[config.mk]
export PLATFORM = sky130hd
export DESIGN_NAME = pcwr_front
export DESIGN_NICKNAME = d
export VERILOG_FILES = /design/src/design/pcwr_pkg.sv /design/src/design/pcwr_front.sv
export SDC_FILE = /design/constraint.sdc
export NUM_CORES = 1
export LEC_CHECK = 0
export BUFFER_PORTS_ARGS = -buffer_cell sky130_fd_sc_hd__buf_2
export CAP_MARGIN = 20
export CORE_UTILIZATION = 50
export CTS_CLUSTER_DIAMETER = 200
export DETAILED_ROUTE_END_ITERATION = 10
export PLACE_DENSITY = 0.74
export SETUP_SLACK_MARGIN = 0.05
export SYNTH_ARGS = -nofsm -noshare
export SYNTH_HDL_FRONTEND = slang
export SYNTH_SLANG_ARGS = --single-unit
[constraint.sdc]
create_clock -name clk -period 2.3 [get_ports clk]
set_clock_uncertainty 0.05 [all_clocks]
set_input_delay 0.345 -clock clk [delete_from_list [all_inputs] [get_ports clk]]
set_output_delay 0.345 -clock clk [all_outputs]
set_load 0.01 [all_outputs]
[src/design/pcwr_pkg.sv]
// Shared constants, types and register codes for the profile column window range block.
package pcwr_pkg;

	// Geometry
	localparam int NUM_COLUMNS = 400;
	localparam int WINDOW      = 20;

	// Field widths
	localparam int COL_W  = 9;
	localparam int X_W    = 17;
	localparam int Z_W    = 21;
	localparam int OFS_W  = 17;
	localparam int COS_W  = 15;
	localparam int SIN_W  = 16;
	localparam int PIT_W  = 17;
	localparam int CX_W   = 19;
	localparam int RNG_W  = 17;
	localparam int SV_W   = 18;
	localparam int SLOT_W = 5;
	localparam int FCNT_W = 6;

	// Stream and config port widths
	localparam int IN_W       = 48;
	localparam int OUT_W      = 48;
	localparam int CFG_ADDR_W = 2;
	localparam int CFG_W      = 17;

	// Arithmetic widths
	localparam int ZS_W  = Z_W + 1;
	localparam int PX_W  = X_W + SIN_W;
	localparam int PZ_W  = ZS_W + SIN_W;
	localparam int SUM_W = PZ_W + 1;
	localparam int RND_W = SUM_W - 15;
	localparam int XP_W  = RND_W + 1;

	// Window store: one row of WINDOW entries per column
	localparam int ROW_W  = WINDOW * SV_W;
	localparam int ADDR_W = $clog2(NUM_COLUMNS);
	localparam int LANES  = 4;
	localparam int GROUPS = (WINDOW + LANES - 1) / LANES;
	localparam int GRP_W  = $clog2(GROUPS) + 1;
	localparam int SCAN_W = GROUPS * LANES * SV_W;

	// Front queue
	localparam int QDEPTH = 4;
	localparam int QPTR_W = $clog2(QDEPTH);
	localparam int QCNT_W = QPTR_W + 1;

	// Limits
	localparam int Z_INVALID_BELOW = -50000;
	localparam int RANGE_LIMIT     = 50000;
	localparam int STORE_FILL      = 131071;
	localparam int X_SAT           = 200000;
	localparam int ROUND_HALF      = 16384;

	// Config register indexes
	localparam logic [CFG_ADDR_W-1:0] REG_Z_OFFSET = 2'd0;
	localparam logic [CFG_ADDR_W-1:0] REG_ROT_COS  = 2'd1;
	localparam logic [CFG_ADDR_W-1:0] REG_ROT_SIN  = 2'd2;
	localparam logic [CFG_ADDR_W-1:0] REG_PIT      = 2'd3;

	// Classified input item
	typedef struct packed {
		logic [COL_W-1:0]        col;
		logic signed [X_W-1:0]   x;
		logic signed [Z_W-1:0]   z;
		logic                    valid;
		logic                    in_range;
		logic                    last;
	} item_t;

	// Queue head as seen by the back end
	typedef struct packed {
		logic  valid;
		item_t item;
	} head_t;

	// Back end to front end control
	typedef struct packed {
		logic pop;
		logic clearing;
	} ctl_t;

	// Configuration registers
	typedef struct packed {
		logic signed [OFS_W-1:0] z_offset;
		logic [COS_W-1:0]        rot_cos;
		logic signed [SIN_W-1:0] rot_sin;
		logic signed [PIT_W-1:0] pit_shift;
	} cfg_t;

	// One result
	typedef struct packed {
		logic [COL_W-1:0]       col;
		logic                   sample_valid;
		logic signed [CX_W-1:0] corrected_x;
		logic                   range_valid;
		logic [RNG_W-1:0]       range_um;
	} res_t;

endpackage

[src/design/pcwr_front.sv]
// Front end: accepts input requests, classifies them and queues them for the back end.
module pcwr_front (
	input  logic                    clk,
	input  logic                    arst_n,
	input  logic                    s_tvalid,
	output logic                    s_tready,
	input  logic [pcwr_pkg::IN_W-1:0] s_tdata,
	input  pcwr_pkg::ctl_t          ctl,
	output pcwr_pkg::head_t         head
);

	pcwr_pkg::item_t                  item_in;
	pcwr_pkg::item_t                  q_mem_q [pcwr_pkg::QDEPTH];
	logic [pcwr_pkg::QPTR_W-1:0]      wr_ptr_q;
	logic [pcwr_pkg::QPTR_W-1:0]      rd_ptr_q;
	logic [pcwr_pkg::QCNT_W-1:0]      cnt_q;
	logic                             push;
	logic [pcwr_pkg::COL_W+1:0]       col_wide;

	// unpack and classify
	assign col_wide         = {2'b00, s_tdata[8:0]};
	assign item_in.col      = s_tdata[8:0];
	assign item_in.x        = s_tdata[25:9];
	assign item_in.z        = s_tdata[46:26];
	assign item_in.valid    = item_in.z >= pcwr_pkg::Z_W'(pcwr_pkg::Z_INVALID_BELOW);
	assign item_in.in_range = col_wide < (pcwr_pkg::COL_W + 2)'(pcwr_pkg::NUM_COLUMNS);
	assign item_in.last     = col_wide == (pcwr_pkg::COL_W + 2)'(pcwr_pkg::NUM_COLUMNS - 1);

	// no request taken while the store clear runs
	assign s_tready = (cnt_q != pcwr_pkg::QCNT_W'(pcwr_pkg::QDEPTH)) && !ctl.clearing;
	assign push     = s_tvalid && s_tready;

	assign head.valid = cnt_q != '0;
	assign head.item  = q_mem_q[rd_ptr_q];

	// queue storage
	always_ff @(posedge clk) begin
		if (push) begin
			q_mem_q[wr_ptr_q] <= item_in;
		end
	end

	// queue pointers
	always_ff @(posedge clk or negedge arst_n) begin
		if (!arst_n) begin
			wr_ptr_q <= '0;
			rd_ptr_q <= '0;
			cnt_q    <= '0;
		end else begin
			if (push) begin
				wr_ptr_q <= wr_ptr_q + 1'b1;
			end
			if (ctl.pop) begin
				rd_ptr_q <= rd_ptr_q + 1'b1;
			end
			case ({push, ctl.pop})
				2'b10:   cnt_q <= cnt_q + 1'b1;
				2'b01:   cnt_q <= cnt_q - 1'b1;
				default: cnt_q <= cnt_q;
			endcase
		end
	end

endmodule

==> Yosys cells after proc, flatten, opt, wreduce, memory -nomap -nowiden <==
Memory sizes are Yosys's and may differ from the RTL's.
Index checks and enable logic that the tools add are counted.
Widths: inputs -> output; s select.
{ "classes": {"addsub": 4, "mul": 0, "div_mod_pow": 0, "order_cmp": 2, "eq_ne": 4, "n_shift": 0, "muxes": 3, "bitwise_logic": 0, "reduce_logical": 5} }
{ "ops": {"columns": ["cell", "count"], "rows": [
  ["$ge 21x17->1 const B", 1],
  ["$eq 9x9->1 const B", 1],
  ["$lt 9x9->1 const B", 1],
  ["$pmux 3 s2", 1],
  ["$add 2x1->2 const B", 2],
  ["$add 3x1->3 const B", 1],
  ["$ne 3x3->1 const B", 1],
  ["$reduce_bool 3->1", 1],
  ["$sub 3x1->3 const B", 1],
  ["$eq 2x1->1 const B", 1],
  ["$eq 2x2->1 const B", 1],
  ["$logic_and 1x1->1", 2],
  ["$mux 1", 2],
  ["$reduce_bool 2->1", 1],
  ["$logic_not 1->1", 1]
]} }
{ "word_totals": {"reg_bits": 7, "latch_bits": 0, "ramBits": 200, "rom_bits": 0, "output_inout_bits": 52, "word_cells": 22, "n_memories": 1} }
{ "mem_list": {"columns": ["memory", "words", "word_bits", "read_ports", "rd_clocked_by_memory_dff", "write_ports", "line", "text"], "rows": [
  ["q_mem_q", 4, 50, 1, 0, 1, "pcwr_front.sv:13", "pcwr_pkg::item_t q_mem_q [pcwr_pkg::QDEPTH];"]
]} }

==> Logic depth before layout (Yosys ltp) <==
Gate-level depths: netlist (run 1).
{ "depth": {"ltp_word": 5, "mapped_depth": 9, "ltp_nobuf": 9} }

==> Worst setup path before layout (run 1) <==
Ideal clock, no wire load.
{ "synth_timing": {"path_type": "input -> register", "from": "input ctl[0] (netlist name)", "to": "memory q_mem_q[2][0] (netlist name) (enable)", "arrival_ns": 1.938, "required_time_ns": 1.837, "path_slack_ns": -0.100, "cell_stages": 3, "cell_sequence": "nand2b_1 a21oi_2 and2_1"} }
{ "synth_via": {"elab_chain_len": 5} }
{ "synth_lines": {"columns": ["element", "line", "text"], "rows": [
  ["start: declaration", "pcwr_front.sv:8", "input pcwr_pkg::ctl_t ctl,"],
  ["$logic_not 1->1", "pcwr_front.sv:30", "assign s_tready = (cnt_q != pcwr_pkg::QCNT_W'(pcwr_pkg::QDEPTH)) && !ctl.clearing;"],
  ["$logic_and 1x1->1", "pcwr_front.sv:30", null],
  ["$logic_and 1x1->1", "pcwr_front.sv:31", "assign push = s_tvalid && s_tready;"],
  ["$mux 1", "pcwr_front.sv:38", "if (push) begin"],
  ["$mux 1 (implied by the code)", "pcwr_front.sv:39", "q_mem_q[wr_ptr_q] <= item_in;"],
  ["end: declaration", "pcwr_front.sv:13", null]
]} }
Every way passes these cells.

==> flow_metrics.tcl, run 1 <==
set metrics [dict create \
    avgRoutedWirePerCell_um 20.4 \
    leakage_nw 3.36 \
    endpoint_kind "output port" \
    rows 45 \
    drc_errors 0 \
    antenna_found_initial 1 \
    synth_top_area_share_pct 77.3 \
    stdcell_area_um2 9710 \
    p_sw_share_pct 26.5 \
    rsz0062_at_grt "yes" \
    cp.required_ps 1900 \
    die_x_um 127 \
    die_y_um 127 \
    via_per_inst 5.46 \
    path_max_fanout 7 \
    max_slew_margin_pct 67.5 \
    synth-edff-count 200 \
    fin_nets 510 \
    synth_area_leaders "edfxtp_1 77%, mux4_2 14%, dfrtp_1 2.3%" \
    vias 3566 \
    netlist_area_um2 7770 \
    htree_num_levels 1 \
    grt_util_all_layers_pct 16.7 \
    pre_cts_ws_ps 346 \
    hp-class "input port to register" \
    clkTransAtPathRegs_ps 60 \
    finalSetupViolCount 0 \
    drt_iter0_markers 179 \
    fin_util_pct 63.9 \
    yosysSeqAreaShare_pct 79.6 \
    drive_above_1_share_pct 46.0 \
    initial_core_util_pct 51.1 \
    critical-path-max-stage-delay_ps 520 \
    numCtsBuffers 21 \
    syn_avg_cell_area_um2 24.9 \
    cts_tree "yes" \
    post-route-min-period_ps 2280 \
    hold_slack_ps 19.0 \
    final_antenna_net_count 0 \
    gr-total-overflow 0 \
    cts_root_buf "clkbuf_16" \
    cp_data_arrival_time_ps 1890 \
    yosys_warnings 0 \
    worst_slew_pin_slew_ps 483 \
    pin_count 105 \
    slowest_stage "mux4_2" \
    drv_cap 0 \
    fmax_ghz 0.438 \
    dpl-instance-area_um2 8620 \
    synthFlopType "edfxtp_1" \
    async_flop_share_pct 3.38 \
    clockBufferDepth 3 \
    synth.distinct_cells 28 \
    yosysMostFrequentCell "edfxtp_1" \
    power.density_nw_per_um2 1220 \
    crit_chain "buf_6 -> buf_12 -> mux4_2 -> buf_2" \
    areaGrowthSynthToFinish_pct 25.0 \
    cts_sinks 207 \
    gp_congestion 0.741 \
    yosys.area.top_type "edfxtp_1" \
    totalWireLength_um 13300 \
    hold_viol_final 0 \
    ys_top_cells_by_count "200 x edfxtp_1, 48 x mux4_2, 7 x dfrtp_1, 6 x inv_1" \
    internal-power_mw 8.72 \
    outcome "completed" \
    synth_cells 312 \
    power_frac_comb_pct 32.6 \
    design.die.area_um2 16000 \
    syn-num-nets 371 \
    p_switching_mw 3.14 \
    clkLatencyLatePin_ps 490 \
    path_buf_inv 3 \
    grt_first_pass_wirelength_um 19900 \
    first_global_vias 3653 \
    synth_seq_cells 207 \
    portBuffers 103 \
    core_um2 15200 \
    peakVddDrop_mv 0.580 \
    period_share_pct 99.2 \
    crit_type "register to output port" \
    p_clk_share_pct 27.4 \
    dr.pass1.iters 4 \
    finalMaxSlewViolations 0 \
    worst_setup_path_start_kind "register" \
    path_delay_family "multiplexers" \
    grt_max_degree 52 \
    seqPwrFrac_pct 40.0 \
    antenna_cells 0 \
    layout_setup_ws_ps 19.5 \
]
## per-layer routing
layer | GRT usage, % | part of all wire (%)
met4 | 5.53 | 2.1
met2 | 28.5 | 50
met3 | 3.29 | 5.3
met1 | 21.9 | 42
met5 | 0 | 0.075
## kinds of logic (layout without fill, tap and decap cells)
logic type | after synthesis | count (layout) | synth area share, %
mux | 52 | 52 | 14.9
fa+ha+maj | 6 | 6 | 1.06
compound gates | 5 | 5 | 0.483
flops | 207 | 207 | 79.6
xor+xnor | 6 | 6 | 0.677
buf+inv | 18 | 171 | 2.09
simple gates | 18 | 18 | 1.24
## worst paths after layout
path | slack (ps) | cells after the start | to | start
worst max-delay path | 20 | 4 | head[48] | rd_ptr_q[0]$_DFFE_PN0P_
worst min-delay path | 20 | 1 | q_mem_q[0][34]$_DFFE_PP_ | s_tdata[19]
worst max register to register | 420 | 9 | cnt_q[2]$_DFFE_PN0P_ | cnt_q[0]$_DFFE_PN0P_
worst min register to register | 490 | 1 | cnt_q[0]$_DFFE_PN0P_ | cnt_q[0]$_DFFE_PN0P_
max in group asynchronous | 1840 | 2 | rd_ptr_q[0]$_DFFE_PN0P_ | arst_n
min in group asynchronous | 180 | 2 | cnt_q[2]$_DFFE_PN0P_ | arst_n
## power by group through the flow
stage | sequential [mW] | combinational, mW | clock, mW
global placement | 4.85 | 3.02 | 0
global route | 4.78 | 4.14 | 3.46
finish | 4.75 | 3.86 | 3.25
floorplan | 4.77 | 2.15 | 0
CTS | 4.77 | 3.43 | 3.34
detailed placement | 4.88 | 3.04 | 0
## stage by stage
step	setup TNS, ps	total power [mW]	instances
global route	-532	12.4	653
floorplan	0	6.92	312
CTS	-357	11.5	646
finish	0	11.9	653
global placement	0	7.87	604
detailed placement	0	7.92	604
## layout by cell type, fill, tap and decap left out, types with 2 or more instances in the layout
cell and instances:
clkbuf_8 4, nand4_1 3, inv_1 6, dlygate4sd3_1 4, and2_2 4, edfxtp_1 200
mux4_2 49, clkbuf_1 4, ha_1 5, nand2_1 2, xnor2_1 3, buf_6 40
buf_12 13, nand3_1 2, clkinv_2 4, dfrtp_1 5, clkbuf_16 24, or3_1 2
xor2_1 3, buf_2 67, nor2_1 3
## flip-flops by register name, indices dropped and copies added (netlist names)
| name | flops |
|---|---|
| wr_ptr_q | 2 |
| q_mem_q | 200 |
| cnt_q | 3 |
| rd_ptr_q | 2 |
## area by class of cell
type	count	area, um^2
clock buffer	29	596
sequential	207	6190
inverter	6	22.5
timing repair buffer	128	1170
clock inverter	8	75.1
multi-input combinational	87	1430
fill	1041	5490
tap	188	235
## what timing repair did
action,CTS,global route
hold buffers,4,0
gates resized for setup,23,25
endpoints found under the setup margin,45,49
hold endpoints to repair,10,0
gates cloned,0,4
setup buffers,1,3
(Power assumes the default switching activity.)
==> run 2, diff against run 1 <==
- PLACE_DENSITY: 0.74 -> 0.71
- TNS_END_PERCENT: unset -> 50
- clock period: 2.3 -> 2.8 ns (I/O delays scaled with it)
==> flow_metrics.tcl, run 2 (synthesis results as in run 1) <==
set metrics [dict create \
    antenna_cells 0 \
    drt_iter0_markers 178 \
    cp.required_ps 2330 \
    via_per_inst 5.47 \
    worst_slew_pin_slew_ps 462 \
    numCtsBuffers 21 \
    rsz0062_at_grt "no" \
    gp_congestion 0.743 \
    period_share_pct 91.0 \
    grt_util_all_layers_pct 17.5 \
    final_antenna_net_count 0 \
    vias 3518 \
    antenna_found_initial 1 \
    core_um2 15200 \
    max_slew_margin_pct 69.0 \
    drc_errors 0 \
    endpoint_kind "output port" \
    clkTransAtPathRegs_ps 60 \
    die_y_um 127 \
    layout_common_cells "200 x edfxtp_1, 103 x buf_2, 48 x mux4_2, 21 x clkbuf_16, 12 x buf_4" \
    grt_first_pass_wirelength_um 20900 \
    drive_above_1_share_pct 44.8 \
    peakVddDrop_mv 0.562 \
    portBuffers 103 \
    avgRoutedWirePerCell_um 20.8 \
    totalWireLength_um 13400 \
    cts_root_buf "clkbuf_16" \
    finalMaxSlewViolations 0 \
    largest_register_ffs 200 \
    cp_data_arrival_time_ps 2080 \
    hp-class "input port to register" \
    top_regs "q_mem_q (200), cnt_q (3)" \
    dpl-instance-area_um2 8540 \
    hold_viol_final 0 \
    cts_tree "yes" \
    worst_setup_path_start_kind "register" \
    drv_cap 0 \
    tns_ps 0 \
    top_register "q_mem_q" \
    fmax_ghz 0.393 \
    leakage_nw 3.18 \
    pin_count 105 \
    mostFrequentLayoutCell "edfxtp_1" \
    clkLatencyLatePin_ps 470 \
    dp_hpwl_um 8250 \
    areaGrowthSynthToFinish_pct 18.6 \
    fin_nets 502 \
    die_x_um 127 \
    finalSetupViolCount 0 \
    clockBufferDepth 3 \
    initial_core_util_pct 51.1 \
    dr.pass1.iters 4 \
    path_max_fanout 13 \
    cts_sinks 207 \
    design.die.area_um2 16000 \
    rows 45 \
    stdcell_area_um2 9210 \
    htree_num_levels 1 \
    outcome "completed" \
    cts.repair.resized 0 \
    n_fill_cell 1089 \
    gr-total-overflow 0 \
    post-route-min-period_ps 2550 \
    first_global_vias 3792 \
    power.density_nw_per_um2 973 \
    grt_max_degree 31 \
    crit_type "register to output port" \
]
[run 2: cell count changes in the layout (fill, tap and decap cells not counted), moves of 3 or more]
cell | previous run | this run
buf_6 | 40 | 0
buf_2 | 67 | 103
buf_4 | 1 | 12
buf_12 | 13 | 3
clkbuf_16 | 24 | 21
dlygate4sd3_1 | 4 | 1
[run 2: final timing paths]
path	start	to	slack, ps	cells past startpoint
setup / recovery	rd_ptr_q[0]$_DFFE_PN0P_	head[26]	250	3
hold / removal	s_tdata[29]	q_mem_q[3][6]$_DFFE_PP_	100	1
setup reg to reg	cnt_q[0]$_DFFE_PN0P_	cnt_q[2]$_DFFE_PN0P_	830	9
hold reg to reg	cnt_q[0]$_DFFE_PN0P_	cnt_q[0]$_DFFE_PN0P_	480	1
max in group asynchronous	arst_n	rd_ptr_q[0]$_DFFE_PN0P_	2260	2
min in group asynchronous	arst_n	cnt_q[0]$_DFFE_PN0P_	260	2
[run 2: layout make-up]
class	count	area [um^2]	area share (%)
flip-flops and latches	207	6190	67.1
repair buffers	120	703	7.63
clock buffers	27	568	6.17
multi-input cells	87	1430	15.5
clock inverters	8	68.8	0.747
well taps	188	235	2.55
inverters	6	22.5	0.244
[run 2: metal layers]
metal / share of wire, % / up-vias / GRT usage, %
li1: - / 1575 / -
met3: 6.0 / 21 / 4.22
met2: 50 / 99 / 29.2
met1: 42 / 1821 / 23.4
met4: 1.6 / 2 / 4.25
met5: 0.082 / - / 0
[run 2: metrics by stage]
stage          power [mW]  instances  setup slack [ps]  hold slack, ps  utilization, %
4_1_cts              9.10        643               213            89.5            60.6
5_1_grt              9.38        643               161            91.6            60.6
2_1_floorplan        5.69        312               325            74.4               -
3_5_place_dp         6.47        606               534             215            56.2
3_3_place_gp         6.42        606               538             210            56.2
6_report             8.96        643               253             105            60.6
[run 2: report_power, final]
group | internal [mW] | leakage [nW] | switching (mW)
combinational | 1.23 | 0.977 | 1.17
sequential | 3.79 | 1.89 | 0.209
clock | 1.52 | 0.312 | 1.04
[run 2: worst max-delay path: stages (launching register included)]
cell	delay, ps
dfrtp_4	630
buf_4	280
mux4_2	530
buf_2	160
[run 2: what timing repair did]
| item | CTS | global route |
|---|---|---|
| hold buffers | 1 | 0 |
| setup endpoints to repair | 2 | 0 |
| buffers inserted | 1 | 0 |
| endpoints found under the hold margin | 7 | 0 |
